`src/sv/assert_macros.svh`:
```
// assertion helpers shared by the rle decoder modules
`ifndef ASSERT_MACROS_SVH
`define ASSERT_MACROS_SVH

// combinational check, sampled at every rising clock edge out of reset
`define TMRLE_ASSERT(lbl, clk, rst_n, expr) \
    lbl: assert property (@(posedge clk) disable iff (!rst_n) (expr)) \
        else $error("tmrle check failed");

// same-cycle implication
`define TMRLE_ASSERT_IMP(lbl, clk, rst_n, ante, cons) \
    lbl: assert property (@(posedge clk) disable iff (!rst_n) (ante) |-> (cons)) \
        else $error("tmrle implication failed");

`endif

```
`src/sv/tmrle_pkg.sv`:
```
package tmrle_pkg;

    // decoder limits
    localparam int MAX_RUN  = 64;
    localparam int MAX_COLS = 64;
    localparam int MAX_ROWS = 32;
    localparam int RUN_W    = (MAX_RUN > 2) ? $clog2(MAX_RUN) : 1;

    // register reset values
    localparam logic        RST_COMPRESSED_MODE = 1'b1;
    localparam logic [5:0]  RST_ROW_COUNT       = 6'd28;
    localparam logic [6:0]  RST_COL_COUNT       = 7'd40;
    localparam logic [23:0] RST_BASE_ADDRESS    = 24'h10F030;
    localparam logic [10:0] RST_ROW_STRIDE      = 11'h080;

    typedef enum logic [2:0] {
        REG_COMPRESSED_MODE = 3'd0,
        REG_ROW_COUNT       = 3'd1,
        REG_COL_COUNT       = 3'd2,
        REG_BASE_ADDRESS    = 3'd3,
        REG_ROW_STRIDE      = 3'd4
    } t_reg_index;

    typedef enum logic [1:0] {
        PH_TOKEN = 2'd0,
        PH_VALUE = 2'd1,
        PH_COUNT = 2'd2
    } t_phase;

    // one decoded run: last_index is copies minus one
    typedef struct packed {
        logic [15:0]      tile;
        logic [RUN_W-1:0] last_index;
        logic             clipped;
    } t_cmd;

    typedef struct packed {
        logic [5:0]  row_count;
        logic [6:0]  col_count;
        logic [10:0] row_stride;
    } t_back_cfg;

    typedef struct packed {
        logic        valid;
        logic [23:0] base_address;
    } t_restart;

endpackage

```
`src/sv/tmrle_front.sv`:
```
module tmrle_front (
    input  logic              i_clk,
    input  logic              i_rst_n,
    input  tmrle_pkg::t_restart i_restart,
    input  logic              i_compressed_mode,
    input  logic              i_map_valid,
    input  logic [15:0]       i_map_word,
    output logic              o_map_ready,
    input  logic              i_queue_full,
    output logic              o_push,
    output tmrle_pkg::t_cmd   o_cmd
);
    import tmrle_pkg::*;

    t_phase      r_phase, n_phase;
    logic [15:0] r_held, n_held;
    logic        accept;

    assign o_map_ready = !i_queue_full;
    assign accept      = i_map_valid && !i_queue_full;

    // next state
    always_comb begin
        n_phase = r_phase;
        n_held  = r_held;
        if (accept) begin
            if (!i_compressed_mode) begin
                n_phase = PH_TOKEN;
            end else begin
                case (r_phase)
                    PH_VALUE: begin
                        n_held  = i_map_word;
                        n_phase = PH_COUNT;
                    end
                    PH_COUNT: begin
                        n_phase = PH_TOKEN;
                    end
                    default: begin
                        n_phase = (i_map_word == 16'd0) ? PH_VALUE : PH_TOKEN;
                    end
                endcase
            end
        end
    end

    // command out
    always_comb begin
        o_push           = 1'b0;
        o_cmd.tile       = i_map_word;
        o_cmd.last_index = '0;
        o_cmd.clipped    = 1'b0;
        if (accept) begin
            if (!i_compressed_mode) begin
                o_push = 1'b1;
            end else begin
                case (r_phase)
                    PH_VALUE: begin
                        o_push = 1'b0;
                    end
                    PH_COUNT: begin
                        o_push     = 1'b1;
                        o_cmd.tile = r_held;
                        if (i_map_word > 16'(MAX_RUN - 1)) begin
                            o_cmd.last_index = RUN_W'(MAX_RUN - 1);
                            o_cmd.clipped    = 1'b1;
                        end else begin
                            o_cmd.last_index = i_map_word[RUN_W-1:0];
                        end
                    end
                    default: begin
                        o_push = (i_map_word != 16'd0);
                    end
                endcase
            end
        end
    end

    always_ff @(posedge i_clk) begin
        if (!i_rst_n || i_restart.valid) begin
            r_phase <= PH_TOKEN;
            r_held  <= 16'd0;
        end else begin
            r_phase <= n_phase;
            r_held  <= n_held;
        end
    end

endmodule

```
`src/sv/tmrle_queue.sv`:
```
`include "assert_macros.svh"

module tmrle_queue #(
    parameter int DEPTH = 4
) (
    input  logic            i_clk,
    input  logic            i_rst_n,
    input  logic            i_clear,
    input  logic            i_push,
    input  tmrle_pkg::t_cmd i_cmd,
    input  logic            i_pop,
    output tmrle_pkg::t_cmd o_cmd,
    output logic            o_empty,
    output logic            o_full
);
    import tmrle_pkg::*;

    localparam int AW = (DEPTH > 1) ? $clog2(DEPTH) : 1;
    localparam int CW = $clog2(DEPTH + 1);

    t_cmd          r_mem [DEPTH];
    logic [AW-1:0] r_wr_ptr, r_rd_ptr;
    logic [CW-1:0] r_count;

    assign o_empty = (r_count == '0);
    assign o_full  = (r_count == CW'(DEPTH));
    assign o_cmd   = r_mem[r_rd_ptr];

    function automatic logic [AW-1:0] ptr_inc(input logic [AW-1:0] p);
        return (p == AW'(DEPTH - 1)) ? '0 : p + AW'(1);
    endfunction

    always_ff @(posedge i_clk) begin
        if (!i_rst_n || i_clear) begin
            r_wr_ptr <= '0;
            r_rd_ptr <= '0;
            r_count  <= '0;
        end else begin
            if (i_push) begin
                r_wr_ptr <= ptr_inc(r_wr_ptr);
            end
            if (i_pop) begin
                r_rd_ptr <= ptr_inc(r_rd_ptr);
            end
            if (i_push && !i_pop) begin
                r_count <= r_count + CW'(1);
            end else if (!i_push && i_pop) begin
                r_count <= r_count - CW'(1);
            end
        end
    end

    always_ff @(posedge i_clk) begin
        if (i_push) begin
            r_mem[r_wr_ptr] <= i_cmd;
        end
    end

    `TMRLE_ASSERT(a_no_overflow, i_clk, i_rst_n, !(i_push && o_full && !i_pop))
    `TMRLE_ASSERT(a_no_underflow, i_clk, i_rst_n, !(i_pop && o_empty))

endmodule

```
`src/sv/tmrle_back.sv`:
```
`include "assert_macros.svh"

module tmrle_back (
    input  logic                 i_clk,
    input  logic                 i_rst_n,
    input  tmrle_pkg::t_restart  i_restart,
    input  tmrle_pkg::t_back_cfg i_cfg,
    input  tmrle_pkg::t_cmd      i_cmd,
    input  logic                 i_queue_empty,
    output logic                 o_pop,
    output logic                 o_tile_valid,
    input  logic                 i_tile_ready,
    output logic [23:0]          o_tile_address,
    output logic [15:0]          o_tile_word,
    output logic                 o_run_last,
    output logic                 o_map_done,
    output logic                 o_run_clipped
);
    import tmrle_pkg::*;

    // run in progress
    logic             r_busy;
    logic [15:0]      r_tile;
    logic [RUN_W-1:0] r_left;
    logic             r_clip;

    // map position
    logic [6:0]  r_column;
    logic [5:0]  r_row;
    logic [23:0] r_waddr, r_row_start;
    logic        r_finished;

    // output register
    logic        r_out_valid;
    logic [23:0] r_out_addr;
    logic [15:0] r_out_tile;
    logic        r_out_last, r_out_done, r_out_clip;

    logic             have, out_free, emit, last, row_end, map_last;
    logic [15:0]      cur_tile;
    logic [RUN_W-1:0] cur_left;
    logic             cur_clip;
    logic [6:0]       col_inc;
    logic [7:0]       eff_col;
    logic [6:0]       eff_row;
    logic [23:0]      next_start;

    assign have     = r_busy || !i_queue_empty;
    assign out_free = !r_out_valid || i_tile_ready;
    assign emit     = have && out_free && !r_finished;
    // after the map, queued runs are dropped
    assign o_pop    = !r_busy && !i_queue_empty && (r_finished || out_free);

    assign cur_tile = r_busy ? r_tile : i_cmd.tile;
    assign cur_left = r_busy ? r_left : i_cmd.last_index;
    assign cur_clip = r_busy ? r_clip : i_cmd.clipped;
    assign last     = (cur_left == '0);

    always_comb begin
        if (i_cfg.col_count == 7'd0) begin
            eff_col = 8'd1;
        end else if ({1'b0, i_cfg.col_count} > 8'(MAX_COLS)) begin
            eff_col = 8'(MAX_COLS);
        end else begin
            eff_col = {1'b0, i_cfg.col_count};
        end
        if (i_cfg.row_count == 6'd0) begin
            eff_row = 7'd1;
        end else if ({1'b0, i_cfg.row_count} > 7'(MAX_ROWS)) begin
            eff_row = 7'(MAX_ROWS);
        end else begin
            eff_row = {1'b0, i_cfg.row_count};
        end
    end

    assign col_inc    = (r_column == 7'd127) ? r_column : r_column + 7'd1;
    assign row_end    = last && ({1'b0, col_inc} >= eff_col);
    assign map_last   = row_end && (({1'b0, r_row} + 7'd1) >= eff_row);
    assign next_start = r_row_start + 24'(i_cfg.row_stride);

    always_ff @(posedge i_clk) begin
        if (!i_rst_n) begin
            r_busy      <= 1'b0;
            r_column    <= 7'd0;
            r_row       <= 6'd0;
            r_waddr     <= RST_BASE_ADDRESS;
            r_row_start <= RST_BASE_ADDRESS;
            r_finished  <= 1'b0;
            r_out_valid <= 1'b0;
        end else if (i_restart.valid) begin
            r_busy      <= 1'b0;
            r_column    <= 7'd0;
            r_row       <= 6'd0;
            r_waddr     <= i_restart.base_address;
            r_row_start <= i_restart.base_address;
            r_finished  <= 1'b0;
            r_out_valid <= 1'b0;
        end else begin
            if (emit) begin
                r_busy      <= !last;
                r_out_valid <= 1'b1;
                if (row_end) begin
                    r_column    <= 7'd0;
                    r_waddr     <= next_start;
                    r_row_start <= next_start;
                    if (map_last) begin
                        r_finished <= 1'b1;
                    end else begin
                        r_row <= r_row + 6'd1;
                    end
                end else begin
                    r_column <= col_inc;
                    r_waddr  <= r_waddr + 24'd2;
                end
            end else if (i_tile_ready) begin
                r_out_valid <= 1'b0;
            end
        end
    end

    always_ff @(posedge i_clk) begin
        if (emit) begin
            r_tile     <= cur_tile;
            r_left     <= cur_left - RUN_W'(1);
            r_clip     <= cur_clip;
            r_out_addr <= r_waddr;
            r_out_tile <= cur_tile;
            r_out_last <= last;
            r_out_done <= map_last;
            r_out_clip <= cur_clip;
        end
    end

    assign o_tile_valid   = r_out_valid;
    assign o_tile_address = r_out_addr;
    assign o_tile_word    = r_out_tile;
    assign o_run_last     = r_out_last;
    assign o_map_done     = r_out_done;
    assign o_run_clipped  = r_out_clip;

    `TMRLE_ASSERT_IMP(a_done_is_last, i_clk, i_rst_n, o_tile_valid && o_map_done, o_run_last)
    `TMRLE_ASSERT_IMP(a_done_sets_finished, i_clk, i_rst_n, o_tile_valid && o_map_done, r_finished)
    `TMRLE_ASSERT_IMP(a_no_run_after_map, i_clk, i_rst_n, r_finished, !r_busy)

endmodule

```
`src/sv/tilemap_rle_decoder_core.sv`:
```
// channel   | valid          | ready          | payload
// ----------+----------------+----------------+------------------------------------------
// map in    | i_map_valid    | o_map_ready    | i_map_word
// tile out  | o_tile_valid   | i_tile_ready   | o_tile_address, o_tile_word, o_run_last,
//           |                |                | o_map_done, o_run_clipped
// config    | i_cfg_we       | (none)         | i_cfg_index, i_cfg_data
//
// a literal word is pushed into the command queue and its tile leaves via the back
// end's output register; a run of count+1 copies leaves as count+1 tiles, one per
// cycle while i_tile_ready holds, so sustained rate is one tile per cycle, set by the
// single output write per cycle. escape and value words make no tile.
// the command queue (QUEUE_DEPTH entries) lets the front keep taking words while a
// run drains; the front stalls only when the queue is full.
// reset is synchronous active low; a base_address write restarts the map.
module tilemap_rle_decoder_core #(
    parameter int QUEUE_DEPTH = 4
) (
    input  logic        i_clk,
    input  logic        i_rst_n,
    // encoded map request in
    input  logic        i_map_valid,
    output logic        o_map_ready,
    input  logic [15:0] i_map_word,
    // tile write request out
    output logic        o_tile_valid,
    input  logic        i_tile_ready,
    output logic [23:0] o_tile_address,
    output logic [15:0] o_tile_word,
    output logic        o_run_last,
    output logic        o_map_done,
    output logic        o_run_clipped,
    // register writes
    input  logic        i_cfg_we,
    input  logic [2:0]  i_cfg_index,
    input  logic [23:0] i_cfg_data
);
    import tmrle_pkg::*;

    // config registers
    logic        r_compressed_mode;
    logic [5:0]  r_row_count;
    logic [6:0]  r_col_count;
    logic [10:0] r_row_stride;

    t_restart  restart;
    t_back_cfg back_cfg;

    // queue hookup
    logic push, pop, q_empty, q_full;
    t_cmd push_cmd, head_cmd;

    // a base address write restarts decoding at the new address
    assign restart.valid        = i_cfg_we && (i_cfg_index == REG_BASE_ADDRESS);
    assign restart.base_address = i_cfg_data;

    assign back_cfg.row_count  = r_row_count;
    assign back_cfg.col_count  = r_col_count;
    assign back_cfg.row_stride = r_row_stride;

    always_ff @(posedge i_clk) begin
        if (!i_rst_n) begin
            r_compressed_mode <= RST_COMPRESSED_MODE;
            r_row_count       <= RST_ROW_COUNT;
            r_col_count       <= RST_COL_COUNT;
            r_row_stride      <= RST_ROW_STRIDE;
        end else if (i_cfg_we) begin
            case (i_cfg_index)
                REG_COMPRESSED_MODE: r_compressed_mode <= i_cfg_data[0];
                REG_ROW_COUNT:       r_row_count       <= i_cfg_data[5:0];
                REG_COL_COUNT:       r_col_count       <= i_cfg_data[6:0];
                REG_ROW_STRIDE:      r_row_stride      <= i_cfg_data[10:0];
                // base address is carried by the restart request
                default: ;
            endcase
        end
    end

    // front: token / value / count decoding into run commands
    tmrle_front u_front (
        .i_clk             (i_clk),
        .i_rst_n           (i_rst_n),
        .i_restart         (restart),
        .i_compressed_mode (r_compressed_mode),
        .i_map_valid       (i_map_valid),
        .i_map_word        (i_map_word),
        .o_map_ready       (o_map_ready),
        .i_queue_full      (q_full),
        .o_push            (push),
        .o_cmd             (push_cmd)
    );

    // short command queue between decode and tile writer
    tmrle_queue #(
        .DEPTH (QUEUE_DEPTH)
    ) u_queue (
        .i_clk   (i_clk),
        .i_rst_n (i_rst_n),
        .i_clear (restart.valid),
        .i_push  (push),
        .i_cmd   (push_cmd),
        .i_pop   (pop),
        .o_cmd   (head_cmd),
        .o_empty (q_empty),
        .o_full  (q_full)
    );

    // back: expands runs into addressed tile writes, tracks rows and columns
    tmrle_back u_back (
        .i_clk          (i_clk),
        .i_rst_n        (i_rst_n),
        .i_restart      (restart),
        .i_cfg          (back_cfg),
        .i_cmd          (head_cmd),
        .i_queue_empty  (q_empty),
        .o_pop          (pop),
        .o_tile_valid   (o_tile_valid),
        .i_tile_ready   (i_tile_ready),
        .o_tile_address (o_tile_address),
        .o_tile_word    (o_tile_word),
        .o_run_last     (o_run_last),
        .o_map_done     (o_map_done),
        .o_run_clipped  (o_run_clipped)
    );

endmodule
```
`config.mk`:
```
export PLATFORM = sky130hd
export DESIGN_NAME = tilemap_rle_decoder_core
export DESIGN_NICKNAME = d
export VERILOG_FILES = /design/src/sv/tmrle_pkg.sv /design/src/sv/tmrle_front.sv /design/src/sv/tmrle_queue.sv /design/src/sv/tmrle_back.sv /design/src/sv/tilemap_rle_decoder_core.sv
export VERILOG_INCLUDE_DIRS = /design/src /design/src/sv
export SDC_FILE = /design/constraint.sdc
export NUM_CORES = 1
export LEC_CHECK = 0
export BUFFER_PORTS_ARGS = -buffer_cell sky130_fd_sc_hd__buf_2
export CORE_ASPECT_RATIO = 0.8
export CORE_MARGIN = 1.5
export CORE_UTILIZATION = 55
export CTS_CLUSTER_SIZE = 8
export DETAILED_ROUTE_END_ITERATION = 12
export HOLD_SLACK_MARGIN = 0.06
export MAX_ROUTING_LAYER = met4
export PLACE_DENSITY_LB_ADDON = 0.3
export SETUP_SLACK_MARGIN = 0.02
export SYNTH_ARGS = -nofsm -noshare
export SYNTH_HDL_FRONTEND = slang
export SYNTH_SLANG_ARGS = --single-unit
```
`constraint.sdc`:
```
create_clock -name i_clk -period 4.1 [get_ports i_clk]
set_input_delay 0.615 -clock i_clk [delete_from_list [all_inputs] [get_ports i_clk]]
set_output_delay 0.615 -clock i_clk [all_outputs]
set_load 0.02 [all_outputs]
```
==> flow_summary_export.csv <==
group,metric,value,unit
synthesis,synth_nets,1153,
cts,cts-root-buf,"clkbuf_16",
finish,layout_commonest_cell,"edfxtp_1",
synthesis,syn_area,12000,um^2
global_routing,grt-ovfl-total,0,
cts,clkSinkCount,257,
power_and_ir_drop,leakagePower,5.37,nW
worst_setup_path,startpoint_type,"flip-flop",
finish,syn_to_final_growth,15.7,%
finish,final_cell_mix,"edfxtp_1, dfxtp_1, nand2_1",
synthesis,ys_seq_elements,257,
cts,numCtsBuffers,38,
power_and_ir_drop,power.density,610,nW/um^2
worst_hold_path,min_to,"r_row_stride[7]$_SDFFE_PN1P_",
run,cap_violations,0,
global_routing,grt_max_degree,50,
finish,diodes,0,
worst_setup_path,crit_path_end_kind,"flip-flop",
die,die_w,168,um
synthesis,syn_area_per_cell,11.3,um^2
worst_setup_path,r2r_slack,0.39,ns
timing,final_max_slew_viol_count,0,
detailed_routing,first_pass_iters,7,
synthesis,synth_cell_types,72,
timing,tns,0,ns
die,die-area,22800,um^2
placed_design,routabilityCongestion,0.908,
finish,ff_latch_area,6560,um^2
die,io_pins,93,
cts,post_cts_buffers,0,
timing,setup_viol,0,
worst_setup_path,path_max_fanout,8,
timing,fin_skew,0.0159,ns
cts,clock_latency,0.51,ns
detailed_routing,vias,8952,
die,core-area,21500,um^2
detailed_routing,viasPerCell,6.06,
timing,hold_viol_final,0,
finish,multi_input_area,5190,um^2
synthesis,synthCells,1066,
worst_setup_path,rr_endpoint,"u_back.r_waddr[9]$_SDFFE_PN0P_",
detailed_routing,avgRoutedWirePerCell,19.1,um
cts,hold_buffers,0,
global_routing,gr-usage-all-layers,0.257,
worst_hold_path,hold_depth,3,
outcome,outcome,"completed",
detailed_routing,first_iter_violations,733,
synthesis,yosysSeqAreaShare,0.544,
cts,tritoncts,"built",
worst_setup_path,required,4.50,ns
worst_setup_path,worstPathArrival,4.11,ns
finish,drive_gt1_frac,0.184,
cts,cts.htree.levels,2,
power_and_ir_drop,ir_drop,0.290,mV
global_routing,antenna_found_initial,0,
worst_hold_path,hp-start,"i_cfg_data[7]",
cts,clk_pin_slew_worst_paths,0.05,ns
worst_setup_path,critPathKind,"flip-flop to flip-flop",
die,start_util,0.560,
finish,fin_nets,1264,
global_routing,grt_pass1_wl,44800,um
worst_setup_path,rr_worst_depth,13,
detailed_routing,drc,0,
timing,fin_hold_ws,0.337,ns
timing,slew_headroom,0.219,
die,die_y,135,um
detailed_routing,routed_wl,28200,um
placed_design,dpl.hpwl,19000,um
detailed_routing,drtAntennaViolNets,0,
worst_setup_path,timing.rr.start,"u_back.r_column[0]$_SDFFE_PP0P_",
worst_hold_path,hold_path.class,"primary input to flip-flop",
finish,nFillCells,1666,
timing,timing.fmax,269,MHz
synthesis,synth_flop_cell,"edfxtp_1",
synthesis,synth-edff-count,141,
timing,rsz0062_at_grt,"false",
global_routing,grt_pass1_vias,8457,
die,rows,48,
placed_design,portBuffers,92,
timing,worst_pin_slew,1.17,ns
timing,period_minus_slack,3.71,ns
cts,clockBufferDepth,3,
cts,post_cts_resized,0,
synthesis,async_flop_share,0,
timing,min_period_over_period,0.906,
synthesis,yosys_warnings,0,
cells in the mapped netlist, drive strengths merged, types with 4 or more instances:
cell type    n  share of area
a211oi      18          0.011
clkbuf      38          0.012
mux2i       36          0.030
xor2        18          0.013
o211ai       4         0.0025
nor4         8         0.0042
o21ai       37          0.015
nor2b        7         0.0036
mux4        24          0.045
and2        10         0.0052
or4         14         0.0087
and4         5         0.0036
nand4       15         0.0078
dfxtp      116           0.19
xnor2       34          0.025
inv         22         0.0069
nand3b       4         0.0025
edfxtp     141           0.35
a2111oi      4         0.0030
a21oi       49          0.021
nor2        92          0.029
and3        12         0.0062
mux2        18          0.017
o31ai       11         0.0069
o21bai       4         0.0025
a21boi      17          0.011
ha          37          0.038
nand2      109          0.034
buf          9         0.0047
nand3       41          0.018
or2         11         0.0057
nor3        18         0.0075
a31oi       22          0.011
a21o        10         0.0062
final cells by class:
type,count,area share
well taps,275,0.0247
flip-flops and latches,257,0.471
clock inverters,2,0.00126
inverters,24,0.00683
clock buffers,64,0.0768
multi-input cells,738,0.373
repair buffers,118,0.0471
state kept, by name, summed over array words and instances, names as in the netlist, 2 cells and up, named ones only:
name                   count
r_col_count                7
r_row_count                6
r_row_stride              11
u_back.o_tile_address     24
u_back.r_column            7
u_back.r_left              6
u_back.r_row               6
u_back.r_row_start        24
u_back.r_tile             16
u_back.r_waddr            24
u_front.r_held            16
u_front.r_phase            2
u_queue.r_count            3
u_queue.r_mem             92
u_queue.r_rd_ptr           2
u_queue.r_wr_ptr           2
worst max-delay path, stage by stage, from the launching register on:
cell and delay, ns:
dfxtp_1 0.36, ha_1 0.24, and3_1 0.20, nand4_1 0.11, and4_1 0.25, nand3_1 0.14
xnor2_1 0.16, ha_1 0.21, nor3_1 0.23, a21boi_0 0.36, a21oi_2 0.20, and2_0 0.34
or4_1 0.55, a32o_1 0.25
where the power goes:
part	internal, W	switching (W)	total [W]
Combinational	0.000767	0.00130	0.00206
Sequential	0.00332	0.000283	0.00360
Clock	0.00176	0.00107	0.00283
Total	0.00584	0.00265	0.00849
layer usage:
layer,routed length [um],vias up,track usage,share of wire
li1,-,4226,-,-
met1,13300,4306,0.369,0.47
met2,12300,371,0.378,0.43
met3,2110,49,0.0447,0.075
met4,565,0,0.0714,0.020
met5,0,-,-,0
worst max-delay path by stage:
stage	cells past startpoint	endpoint	startpoint
after floorplan	14	u_back.r_waddr[9]$_SDFFE_PN0P_	u_back.r_column[0]$_SDFFE_PP0P_
after global placement	13	u_back.r_waddr[1]$_SDFFE_PN0P_	u_back.r_column[0]$_SDFFE_PP0P_
after detailed placement	13	u_back.r_waddr[9]$_SDFFE_PN0P_	u_back.r_column[0]$_SDFFE_PP0P_
after CTS	13	u_back.r_waddr[9]$_SDFFE_PN0P_	u_back.r_column[0]$_SDFFE_PP0P_
after global routing	14	u_back.r_column[5]$_SDFFE_PP0P_	u_back.r_column[0]$_SDFFE_PP0P_
final	13	u_back.r_waddr[9]$_SDFFE_PN0P_	u_back.r_column[0]$_SDFFE_PP0P_
cells by family (layout without fill, tap and decap cells):
group                      after synthesis  in the layout  synth area share
xor gates and xnor gates                52             52            0.0378
DFF                                    257            257             0.544
muxes                                   78             78            0.0916
AOI/OAI and AO/OA                      214            214             0.118
buffers and inverters                   71            208            0.0244
and+or+nand+nor                        355            355             0.142
adders and majority gates               39             39            0.0418
stage by stage:
step	power, W	cell area (um^2)	util	std cells	worst slack (ns)
6_report	0.00849	13900	0.648	1478	0.386
5_1_grt	0.00888	13900	0.648	1478	0.131
4_1_cts	0.00854	13900	0.648	1478	0.427
3_5_place_dp	0.00570	12800	0.597	1412	0.460
3_3_place_gp	0.00565	12800	0.597	1412	0.601
2_1_floorplan	0.00504	12000	-	1066	0.640
No activity file was read; power rests on OpenSTA's default activity.
